File: src/design/ellipse_rasterizer_defines.svh
// Assertion macros shared by the ellipse rasterizer RTL.
// The including module must provide i_clk and the active-low reset i_rst_n.
`ifndef ELLIPSE_RASTERIZER_DEFINES_SVH
`define ELLIPSE_RASTERIZER_DEFINES_SVH

// The consequent must hold in the same cycle as the antecedent.
`define ER_ASSERT_NOW(label, ante, cons, msg) \
    label: assert property (@(posedge i_clk) disable iff (!i_rst_n) (ante) |-> (cons)) \
        else $error(msg);

// The consequent must hold in the cycle after the antecedent.
`define ER_ASSERT_NEXT(label, ante, cons, msg) \
    label: assert property (@(posedge i_clk) disable iff (!i_rst_n) (ante) |=> (cons)) \
        else $error(msg);

`endif

File: src/design/ellras_pkg.sv
// Types and codes for the ellipse rasterizer.
// Used by ellipse_rasterizer; depends on nothing else.
`default_nettype none

package ellras_pkg;

    localparam logic OP_START = 1'b0;
    localparam logic OP_STEP  = 1'b1;

    typedef enum logic [13:0] {
        ST_IDLE = 14'b00000000000001,
        ST_SQX  = 14'b00000000000010,
        ST_SQY  = 14'b00000000000100,
        ST_T    = 14'b00000000001000,
        ST_TI   = 14'b00000000010000,
        ST_MOVE = 14'b00000000100000,
        ST_DEC  = 14'b00000001000000,
        ST_HX   = 14'b00000010000000,
        ST_M1   = 14'b00000100000000,
        ST_YM   = 14'b00001000000000,
        ST_M2   = 14'b00010000000000,
        ST_M3   = 14'b00100000000000,
        ST_ACC  = 14'b01000000000000,
        ST_EMIT = 14'b10000000000000
    } t_state;

endpackage

`default_nettype wire

File: src/design/ellipse_rasterizer.sv
// Midpoint ellipse rasterizer: start and step transactions in, four-point sets out.
// Depends on ellras_pkg and on ellipse_rasterizer_defines.svh for its assertions.
//
// Usage: a slave-side transaction with tuser = 0 starts an ellipse from the center and
// radii in tdata; a transaction with tuser = 1 advances it by one midpoint step. Every
// input transaction yields exactly one master-side transaction carrying the four
// symmetric points, valid_res in tuser and tlast on the set whose y offset is zero.
// A step while no ellipse is active yields an all-zero result with valid_res low.
// One shared multiplier with a registered product, run by a small sequencer, does all
// squarings and products; positions and slope terms update in one cycle and the
// decision value in the next. A start squares the radii and forms the initial terms,
// a step moves and then updates the decision value, and an idle step goes straight
// to emit; entering the second region adds five chained multiplications through the
// shared multiplier and accumulator. Emitted results go to the master-side register.
// The block takes a new transaction while a finished result still waits in the output
// register; if the receiver stalls, the next result waits in the sequencer until the
// output register is free. Reset returns the sequencer to idle, clears the output
// valid flag and leaves no ellipse active.
`default_nettype none

module ellipse_rasterizer #(
    parameter int COORD_BITS  = 12,
    parameter int RADIUS_BITS = 11
) (
    input  wire                                          i_clk,
    input  wire                                          i_rst_n,
    input  wire                                          s_axis_tvalid,
    output logic                                         s_axis_tready,
    // center_x, center_y, radius_x, radius_y, zero fill
    input  wire  [((2*COORD_BITS+2*RADIUS_BITS+7)/8)*8-1:0] s_axis_tdata,
    // op
    input  wire  [0:0]                                   s_axis_tuser,
    output logic                                         m_axis_tvalid,
    input  wire                                          m_axis_tready,
    // pa_x, pa_y, pb_x, pb_y, pc_x, pc_y, pd_x, pd_y, zero fill
    output logic [((8*(COORD_BITS+2)+7)/8)*8-1:0]        m_axis_tdata,
    // valid_res
    output logic [0:0]                                   m_axis_tuser,
    output logic                                         m_axis_tlast
);

    import ellras_pkg::*;

    localparam int C      = COORD_BITS;
    localparam int R      = RADIUS_BITS;
    localparam int OW     = C + 2;
    localparam int OUT_TW = ((8*OW + 7) / 8) * 8;
    localparam int XW     = R + 1;
    localparam int SQW    = 2 * R;
    localparam int SLW    = 3 * R + 4;
    localparam int DW     = 4 * R + 7;
    localparam int MW     = 2 * R + 4;
    localparam int PW     = 2 * MW;
    localparam int SUMW   = ((C > R) ? C : R + 1) + 2;

    t_state                   r_state, n_state;
    logic                     r_active, n_active;
    logic                     r_r2, n_r2;
    logic                     r_null, n_null;
    logic [C-1:0]             r_cx, n_cx;
    logic [C-1:0]             r_cy, n_cy;
    logic [R-1:0]             r_rx, n_rx;
    logic [R-1:0]             r_ry, n_ry;
    logic [SQW-1:0]           r_rx2, n_rx2;
    logic [SQW-1:0]           r_ry2, n_ry2;
    logic [XW-1:0]            r_x, n_x;
    logic [R-1:0]             r_y, n_y;
    logic signed [SLW-1:0]    r_sx, n_sx;
    logic signed [SLW-1:0]    r_sy, n_sy;
    logic [DW-1:0]            r_dec, n_dec;
    logic                     r_mvx, n_mvx;
    logic                     r_mvy, n_mvy;
    logic [PW-1:0]            r_prod;
    logic                     r_m_valid, n_m_valid;
    logic [OUT_TW-1:0]        r_m_tdata, n_m_tdata;
    logic                     r_m_tuser, n_m_tuser;
    logic                     r_m_tlast, n_m_tlast;

    logic [MW-1:0]            w_mul_a, w_mul_b;
    logic [PW-1:0]            w_mul;
    logic [R-1:0]             w_ym;
    logic                     w_accept;
    logic                     w_emit;
    logic                     w_dec_neg, w_dec_pos;
    logic [DW-1:0]            w_ta, w_tb, w_tc;
    logic [SUMW-1:0]          w_cxp, w_cxm, w_cyp, w_cym;
    logic                     w_idle_step;
    logic                     w_emit_r1;

    assign s_axis_tready = (r_state == ST_IDLE);
    assign w_accept      = s_axis_tvalid && s_axis_tready;
    assign w_emit        = (r_state == ST_EMIT) && (!r_m_valid || m_axis_tready);
    assign m_axis_tvalid = r_m_valid;
    assign m_axis_tdata  = r_m_tdata;
    assign m_axis_tuser  = r_m_tuser;
    assign m_axis_tlast  = r_m_tlast;

    assign w_dec_neg = r_dec[DW-1];
    assign w_dec_pos = !r_dec[DW-1] && (|r_dec);
    assign w_ym      = (r_y == '0) ? R'(1) : r_y - R'(1);

    assign w_cxp = SUMW'(r_cx) + SUMW'(r_x);
    assign w_cxm = SUMW'(r_cx) - SUMW'(r_x);
    assign w_cyp = SUMW'(r_cy) + SUMW'(r_y);
    assign w_cym = SUMW'(r_cy) - SUMW'(r_y);

    assign w_ta = r_mvx ? DW'(r_sx) : '0;
    assign w_tb = r_mvy ? DW'(r_sy) : '0;
    assign w_tc = r_r2 ? DW'(r_rx2) : DW'(r_ry2);

    assign w_idle_step = w_accept && (s_axis_tuser[0] == OP_STEP) && !r_active;
    assign w_emit_r1   = (r_state == ST_EMIT) && !r_null && !r_r2;

    always_comb begin
        unique case (r_state)
            ST_SQX: begin
                w_mul_a = MW'(r_rx);
                w_mul_b = MW'(r_rx);
            end
            ST_SQY: begin
                w_mul_a = MW'(r_ry);
                w_mul_b = MW'(r_ry);
            end
            ST_T: begin
                w_mul_a = MW'(r_rx2);
                w_mul_b = MW'(r_ry);
            end
            ST_HX: begin
                w_mul_a = MW'({r_x, 1'b1});
                w_mul_b = MW'({r_x, 1'b1});
            end
            ST_M1: begin
                w_mul_a = MW'(r_ry2);
                w_mul_b = r_prod[MW-1:0];
            end
            ST_YM: begin
                w_mul_a = MW'(w_ym);
                w_mul_b = MW'(w_ym);
            end
            ST_M2: begin
                w_mul_a = MW'(r_rx2);
                w_mul_b = r_prod[MW-1:0];
            end
            ST_M3: begin
                w_mul_a = MW'(r_rx2);
                w_mul_b = MW'(r_ry2);
            end
            default: begin
                w_mul_a = '0;
                w_mul_b = '0;
            end
        endcase
    end

    assign w_mul = w_mul_a * w_mul_b;

    always_comb begin
        n_state   = r_state;
        n_active  = r_active;
        n_r2      = r_r2;
        n_null    = r_null;
        n_cx      = r_cx;
        n_cy      = r_cy;
        n_rx      = r_rx;
        n_ry      = r_ry;
        n_rx2     = r_rx2;
        n_ry2     = r_ry2;
        n_x       = r_x;
        n_y       = r_y;
        n_sx      = r_sx;
        n_sy      = r_sy;
        n_dec     = r_dec;
        n_mvx     = r_mvx;
        n_mvy     = r_mvy;
        n_m_valid = (m_axis_tready) ? 1'b0 : r_m_valid;
        n_m_tdata = r_m_tdata;
        n_m_tuser = r_m_tuser;
        n_m_tlast = r_m_tlast;

        unique case (r_state)
            ST_IDLE: begin
                if (w_accept) begin
                    if (s_axis_tuser[0] == OP_START) begin
                        n_cx    = s_axis_tdata[C-1:0];
                        n_cy    = s_axis_tdata[2*C-1:C];
                        n_rx    = s_axis_tdata[2*C+R-1:2*C];
                        n_ry    = s_axis_tdata[2*C+2*R-1:2*C+R];
                        n_state = ST_SQX;
                    end else if (r_active) begin
                        n_state = ST_MOVE;
                    end else begin
                        n_null  = 1'b1;
                        n_state = ST_EMIT;
                    end
                end
            end
            ST_SQX: begin
                n_state = ST_SQY;
            end
            ST_SQY: begin
                n_rx2   = r_prod[SQW-1:0];
                n_state = ST_T;
            end
            ST_T: begin
                n_ry2   = r_prod[SQW-1:0];
                n_state = ST_TI;
            end
            ST_TI: begin
                n_x      = '0;
                n_y      = r_ry;
                n_sx     = '0;
                n_sy     = $signed(SLW'(r_prod) << 1);
                n_dec    = (DW'(r_ry2) << 2) - (DW'(r_prod) << 2) + DW'(r_rx2);
                n_active = 1'b1;
                n_null   = 1'b0;
                if (r_prod == '0) begin
                    n_r2    = 1'b1;
                    n_state = ST_HX;
                end else begin
                    n_r2    = 1'b0;
                    n_state = ST_EMIT;
                end
            end
            ST_MOVE: begin
                n_mvx  = !r_r2 || !w_dec_pos;
                n_mvy  = r_r2 || !w_dec_neg;
                n_null = 1'b0;
                if (!r_r2 || !w_dec_pos) begin
                    n_x  = r_x + XW'(1);
                    n_sx = r_sx + $signed(SLW'({r_ry2, 1'b0}));
                end
                if (r_r2 || !w_dec_neg) begin
                    n_y  = r_y - R'(1);
                    n_sy = r_sy - $signed(SLW'({r_rx2, 1'b0}));
                end
                n_state = ST_DEC;
            end
            ST_DEC: begin
                n_dec = r_dec + ((w_ta - w_tb + w_tc) << 2);
                if (!r_r2 && (r_sx >= r_sy)) begin
                    n_r2    = 1'b1;
                    n_state = ST_HX;
                end else begin
                    n_state = ST_EMIT;
                end
            end
            ST_HX: begin
                n_state = ST_M1;
            end
            ST_M1: begin
                n_state = ST_YM;
            end
            ST_YM: begin
                n_dec   = DW'(r_prod);
                n_state = ST_M2;
            end
            ST_M2: begin
                n_state = ST_M3;
            end
            ST_M3: begin
                n_dec   = r_dec + (DW'(r_prod) << 2);
                n_state = ST_ACC;
            end
            ST_ACC: begin
                n_dec   = r_dec - (DW'(r_prod) << 2);
                n_state = ST_EMIT;
            end
            ST_EMIT: begin
                if (w_emit) begin
                    n_m_valid = 1'b1;
                    if (r_null) begin
                        n_m_tdata = '0;
                        n_m_tuser = 1'b0;
                        n_m_tlast = 1'b0;
                    end else begin
                        n_m_tdata = OUT_TW'({w_cyp[OW-1:0], w_cxm[OW-1:0],
                                             w_cym[OW-1:0], w_cxp[OW-1:0],
                                             w_cym[OW-1:0], w_cxm[OW-1:0],
                                             w_cyp[OW-1:0], w_cxp[OW-1:0]});
                        n_m_tuser = 1'b1;
                        n_m_tlast = (r_y == '0);
                        n_active  = (r_y != '0);
                    end
                    n_state = ST_IDLE;
                end
            end
            default: begin
                n_state = ST_IDLE;
            end
        endcase
    end

    always_ff @(posedge i_clk) begin
        if (!i_rst_n) begin
            r_state   <= ST_IDLE;
            r_active  <= 1'b0;
            r_r2      <= 1'b0;
            r_m_valid <= 1'b0;
        end else begin
            r_state   <= n_state;
            r_active  <= n_active;
            r_r2      <= n_r2;
            r_m_valid <= n_m_valid;
        end
    end

    always_ff @(posedge i_clk) begin
        r_null    <= n_null;
        r_cx      <= n_cx;
        r_cy      <= n_cy;
        r_rx      <= n_rx;
        r_ry      <= n_ry;
        r_rx2     <= n_rx2;
        r_ry2     <= n_ry2;
        r_x       <= n_x;
        r_y       <= n_y;
        r_sx      <= n_sx;
        r_sy      <= n_sy;
        r_dec     <= n_dec;
        r_mvx     <= n_mvx;
        r_mvy     <= n_mvy;
        r_prod    <= w_mul;
        r_m_tdata <= n_m_tdata;
        r_m_tuser <= n_m_tuser;
        r_m_tlast <= n_m_tlast;
    end

`include "ellipse_rasterizer_defines.svh"

`ER_ASSERT_NOW(a_last_has_points, r_m_valid && r_m_tlast, r_m_tuser, "last set without points")
`ER_ASSERT_NEXT(a_idle_step_null, w_idle_step, (r_state == ST_EMIT) && r_null, "idle step gave points")
`ER_ASSERT_NEXT(a_region_two_kept, (r_state == ST_MOVE) && r_r2, r_r2, "left region two")
`ER_ASSERT_NOW(a_region_one_slope, w_emit_r1, r_sx < r_sy, "region one emitted past slope -1")

endmodule

`default_nettype wire

File: config.mk
export PLATFORM = sky130hd
export DESIGN_NAME = ellipse_rasterizer
export DESIGN_NICKNAME = d
export VERILOG_FILES = /design/src/design/ellras_pkg.sv /design/src/design/ellipse_rasterizer.sv
export VERILOG_INCLUDE_DIRS = /design/src /design/src/design
export SDC_FILE = /design/constraint.sdc
export NUM_CORES = 2
export LEC_CHECK = 0
export BUFFER_PORTS_ARGS = -buffer_cell sky130_fd_sc_hd__buf_2
export CORE_UTILIZATION = 51
export DETAILED_ROUTE_END_ITERATION = 12
export HOLD_SLACK_MARGIN = 0.15
export PLACE_DENSITY_LB_ADDON = 0.1
export SYNTH_ARGS = -nofsm -noshare
export SYNTH_HDL_FRONTEND = slang
export SYNTH_SLANG_ARGS = --single-unit
File: constraint.sdc
create_clock -name i_clk -period 8.9 [get_ports i_clk]
set_input_delay 1.78 -clock i_clk [delete_from_list [all_inputs] [get_ports i_clk]]
set_output_delay 1.78 -clock i_clk [all_outputs]
set_load 0.02 [all_outputs]
==> run metrics <==
vias in the first global route 41200; Min-Delay Path Class reg -> reg; area share of the largest cell type after synthesis 0.218; CTS tree yes; fin crit period 9150 ps; antenna violations before repair 3; fin util 0.601; Avg Inst Size Synth 8.67 um^2; VDD IR max 0.128 mV; total routed wirelength 154 mm; first-pass GRT wire length 238 mm; Mapped Cells 5565; asr flop ratio synth 0; xor-xnor portion of the synthesized cell area 0.0521; R2R cell count 35; Worst path slowest cell fa_1; Routed Antenna Nets 0; Slew @ Worst Pin 1070 ps; remaining global-route overflow 0; critical path's largest stage delay 550 ps; Clock Path Buffers 3; area leader, netlist fa_1; Post-Synth Adder-Cell Area 0.327; main combinational cell family by area after synthesis adder cells; maximum clock rate 109 MHz; final net count 7036; Slew Viols, Final 0; share of layout cells above drive strength 1 0.168; Final Wtd Congestion 0.978; DIE WIDTH 310 um; DP Wirelength 128 mm; Via-to-Cell Ratio 5.67; Synth Area in Compound Gates 0.142; Worst Path Required 9370 ps; Reg clk slew, reported paths 60 ps; status finished, violations left; Worst EP arrival 9630 ps; simple-gate share of the synthesized area 0.172; failing checks setup timing; CTS H-Tree Depth 2; clock insertion delay at the later pin of the skew report 650 ps; core area 0.0935 mm^2; site row count 112; synth unique cells 102; IO Port Bufs 162; Die ar. 0.0958 mm^2; final worst setup slack -255 ps; maxcap violations 0; drt drc 0; most used cell, CP fa_2; critical path type reg -> reg; RSZ-0062 raised after global routing yes; CTS root buf clkbuf_16; largest net degree at the start of global routing 69; number of sinks on the clock net 356; dominant synthesized flop cell edfxtp_1; pre-CTS WS -857 ps; Layout area overhead 16.5%; Area contributors post-synth fa_1 22%, edfxtp_1 18%, ha_1 11%; CTS Buf Count 46; number of top-level pins 169; LEAKAGE 26.1 nW; register area share after synthesis 0.208; hold depth 2; drt initial violations 3589; Yosys warnings 0; startpoint types flop; Rel. slew slack 0.286; Post-synth EDFFs 291; mux contribution to synthesized area 0.00605; total power 3.83 mW; drt wl/cell 21.0 um; Starting Density 0.516; drt pass-1 iters 7; final critical-path share of the clock period 1.03; power per cell area 68.1 mW/mm^2; Fin. Hold Viols 0; CTS Hold Buffers Added 0; hold slack 488 ps; Worst Clk Skew 64.4 ps; Fillers 8395; Critical Path Fanout Max 7; Critical Path End Type flop; Yosys reg bits 356; GRT Overall Usage 0.325; Post-Syn Area 0.0482 mm^2; Die Ht 310 um; Vias 41600; Setup Viol. Count Final 9
## area by class of cell
cell class / count / area [um^2] / area share
repair buffers: 720 / 5500 / 0.0979
diodes: 3 / 7.51 / 0.000134
well taps: 1254 / 1570 / 0.0279
flip-flops and latches: 356 / 10000 / 0.179
inverters: 817 / 3070 / 0.0546
clock buffers: 56 / 1190 / 0.0212
multi-input cells: 4096 / 34500 / 0.614
clock inverters: 30 / 315 / 0.00561
## where the power goes
part           switching (mW)  leakage [nW]  total, mW  internal (mW)
clock                   0.802         0.731       1.88           1.08
combinational          0.0792          22.4      0.136         0.0567
sequential             0.0101          2.94       1.81           1.80
total                   0.891          26.1       3.83           2.94
## cells in the final DEF (no fill, tap or decap), types with 26 or more instances in the layout
cell type,n
nand2_1,673
nor4_1,27
o21a_1,33
o21ai_0,240
inv_2,26
nand4_1,50
o21bai_1,31
nand2b_1,61
nor3_1,77
xnor2_1,204
nand3_1,64
a31oi_1,31
and3_1,29
mux2i_1,28
clkbuf_16,46
and2_1,79
inv_1,791
edfxtp_1,291
a22oi_1,47
a21o_1,119
a21oi_1,259
buf_12,33
fa_1,510
buf_4,503
dfxtp_1,62
or3_1,41
nor2b_1,44
nor2_1,482
ha_1,404
buf_2,162
xor2_1,82
## cells in the mapped netlist, drive strengths merged (9+ instances only)
library cell,number
inv,817
nand2,686
fa,526
nor2,499
ha,420
edfxtp,291
a21oi,274
o21ai,265
clkbuf,214
xnor2,205
a21o,121
buf,85
and2,84
nor3,84
xor2,82
nand3,68
dfxtp,65
nand2b,62
nand4,52
a22oi,49
or3,47
nor2b,45
nor4,33
o21a,33
and3,32
a31oi,31
o21bai,31
a221oi,29
a211oi,28
mux2i,28
a222oi,20
or2,19
o31ai,18
nor3b,17
o211ai,16
and4,15
a211o,13
a21boi,13
a22o,13
nor4b,9
or4,9
## repair_timing
| action | CTS | global route |
|---|---|---|
| resized for setup | 121 | 81 |
| setup buffers | 31 | 10 |
| pin swaps | 126 | 63 |
| setup endpoints to repair | 26 | 23 |
## worst max-delay path, delay by kind of cell, from the launching register on
kind            cells  cell delay [ps]
compound gates      8             1870
xor+xnor            1              100
fa+ha+maj           8             3520
buf+inv             9              910
flops               1              430
simple gates        9             2100
## path summary, 6_finish.rpt
check                             endpoint  slack (ps)     start
worst min register to register  r_state[5]         490  r_active
worst max register to register  r_prod[46]        -250    r_y[3]
worst max-delay path            r_prod[46]        -250    r_y[3]
worst min-delay path            r_state[5]         490  r_active
## per-stage QoR
stage / TNS [ps] / area, um^2 / std cells
after floorplan: 0 / 48300 / 5568
after global placement: -9580 / 53700 / 7208
after detailed placement: -11170 / 53700 / 7208
after CTS: -1890 / 55900 / 7324
after global routing: -5280 / 56200 / 7331
final: -1320 / 56200 / 7332
## sequential cells by signal, summed over array words and instances, names as in the netlist, 11 cells and up
register,count
r_cy,12
r_y,11
r_dec,51
r_x,12
r_cx,12
r_sx,36
r_ry,11
r_state,14
m_axis_tdata,50
r_sy,36
r_rx,11
r_rx2,22
r_prod,48
r_ry2,22
## routing by layer
metal | track usage | vias to the layer above | share of wire
li1 | - | 19400 | -
met1 | 0.463 | 20300 | 0.44
met2 | 0.507 | 1585 | 0.44
met3 | 0.0458 | 227 | 0.081
met4 | 0.105 | 0 | 0.034
met5 | 0 | - | 0
## logic make-up (layout without fill, tap and decap cells)
logic type,Yosys count,count (layout)
compound gates,1045,1045
xor+xnor,287,287
fa+ha+maj,946,946
buf+inv,1116,1623
flops,356,356
mux,29,29
other cells,1,7
simple gates,1785,1785
Note: power is estimated with default switching activity, not from simulation.
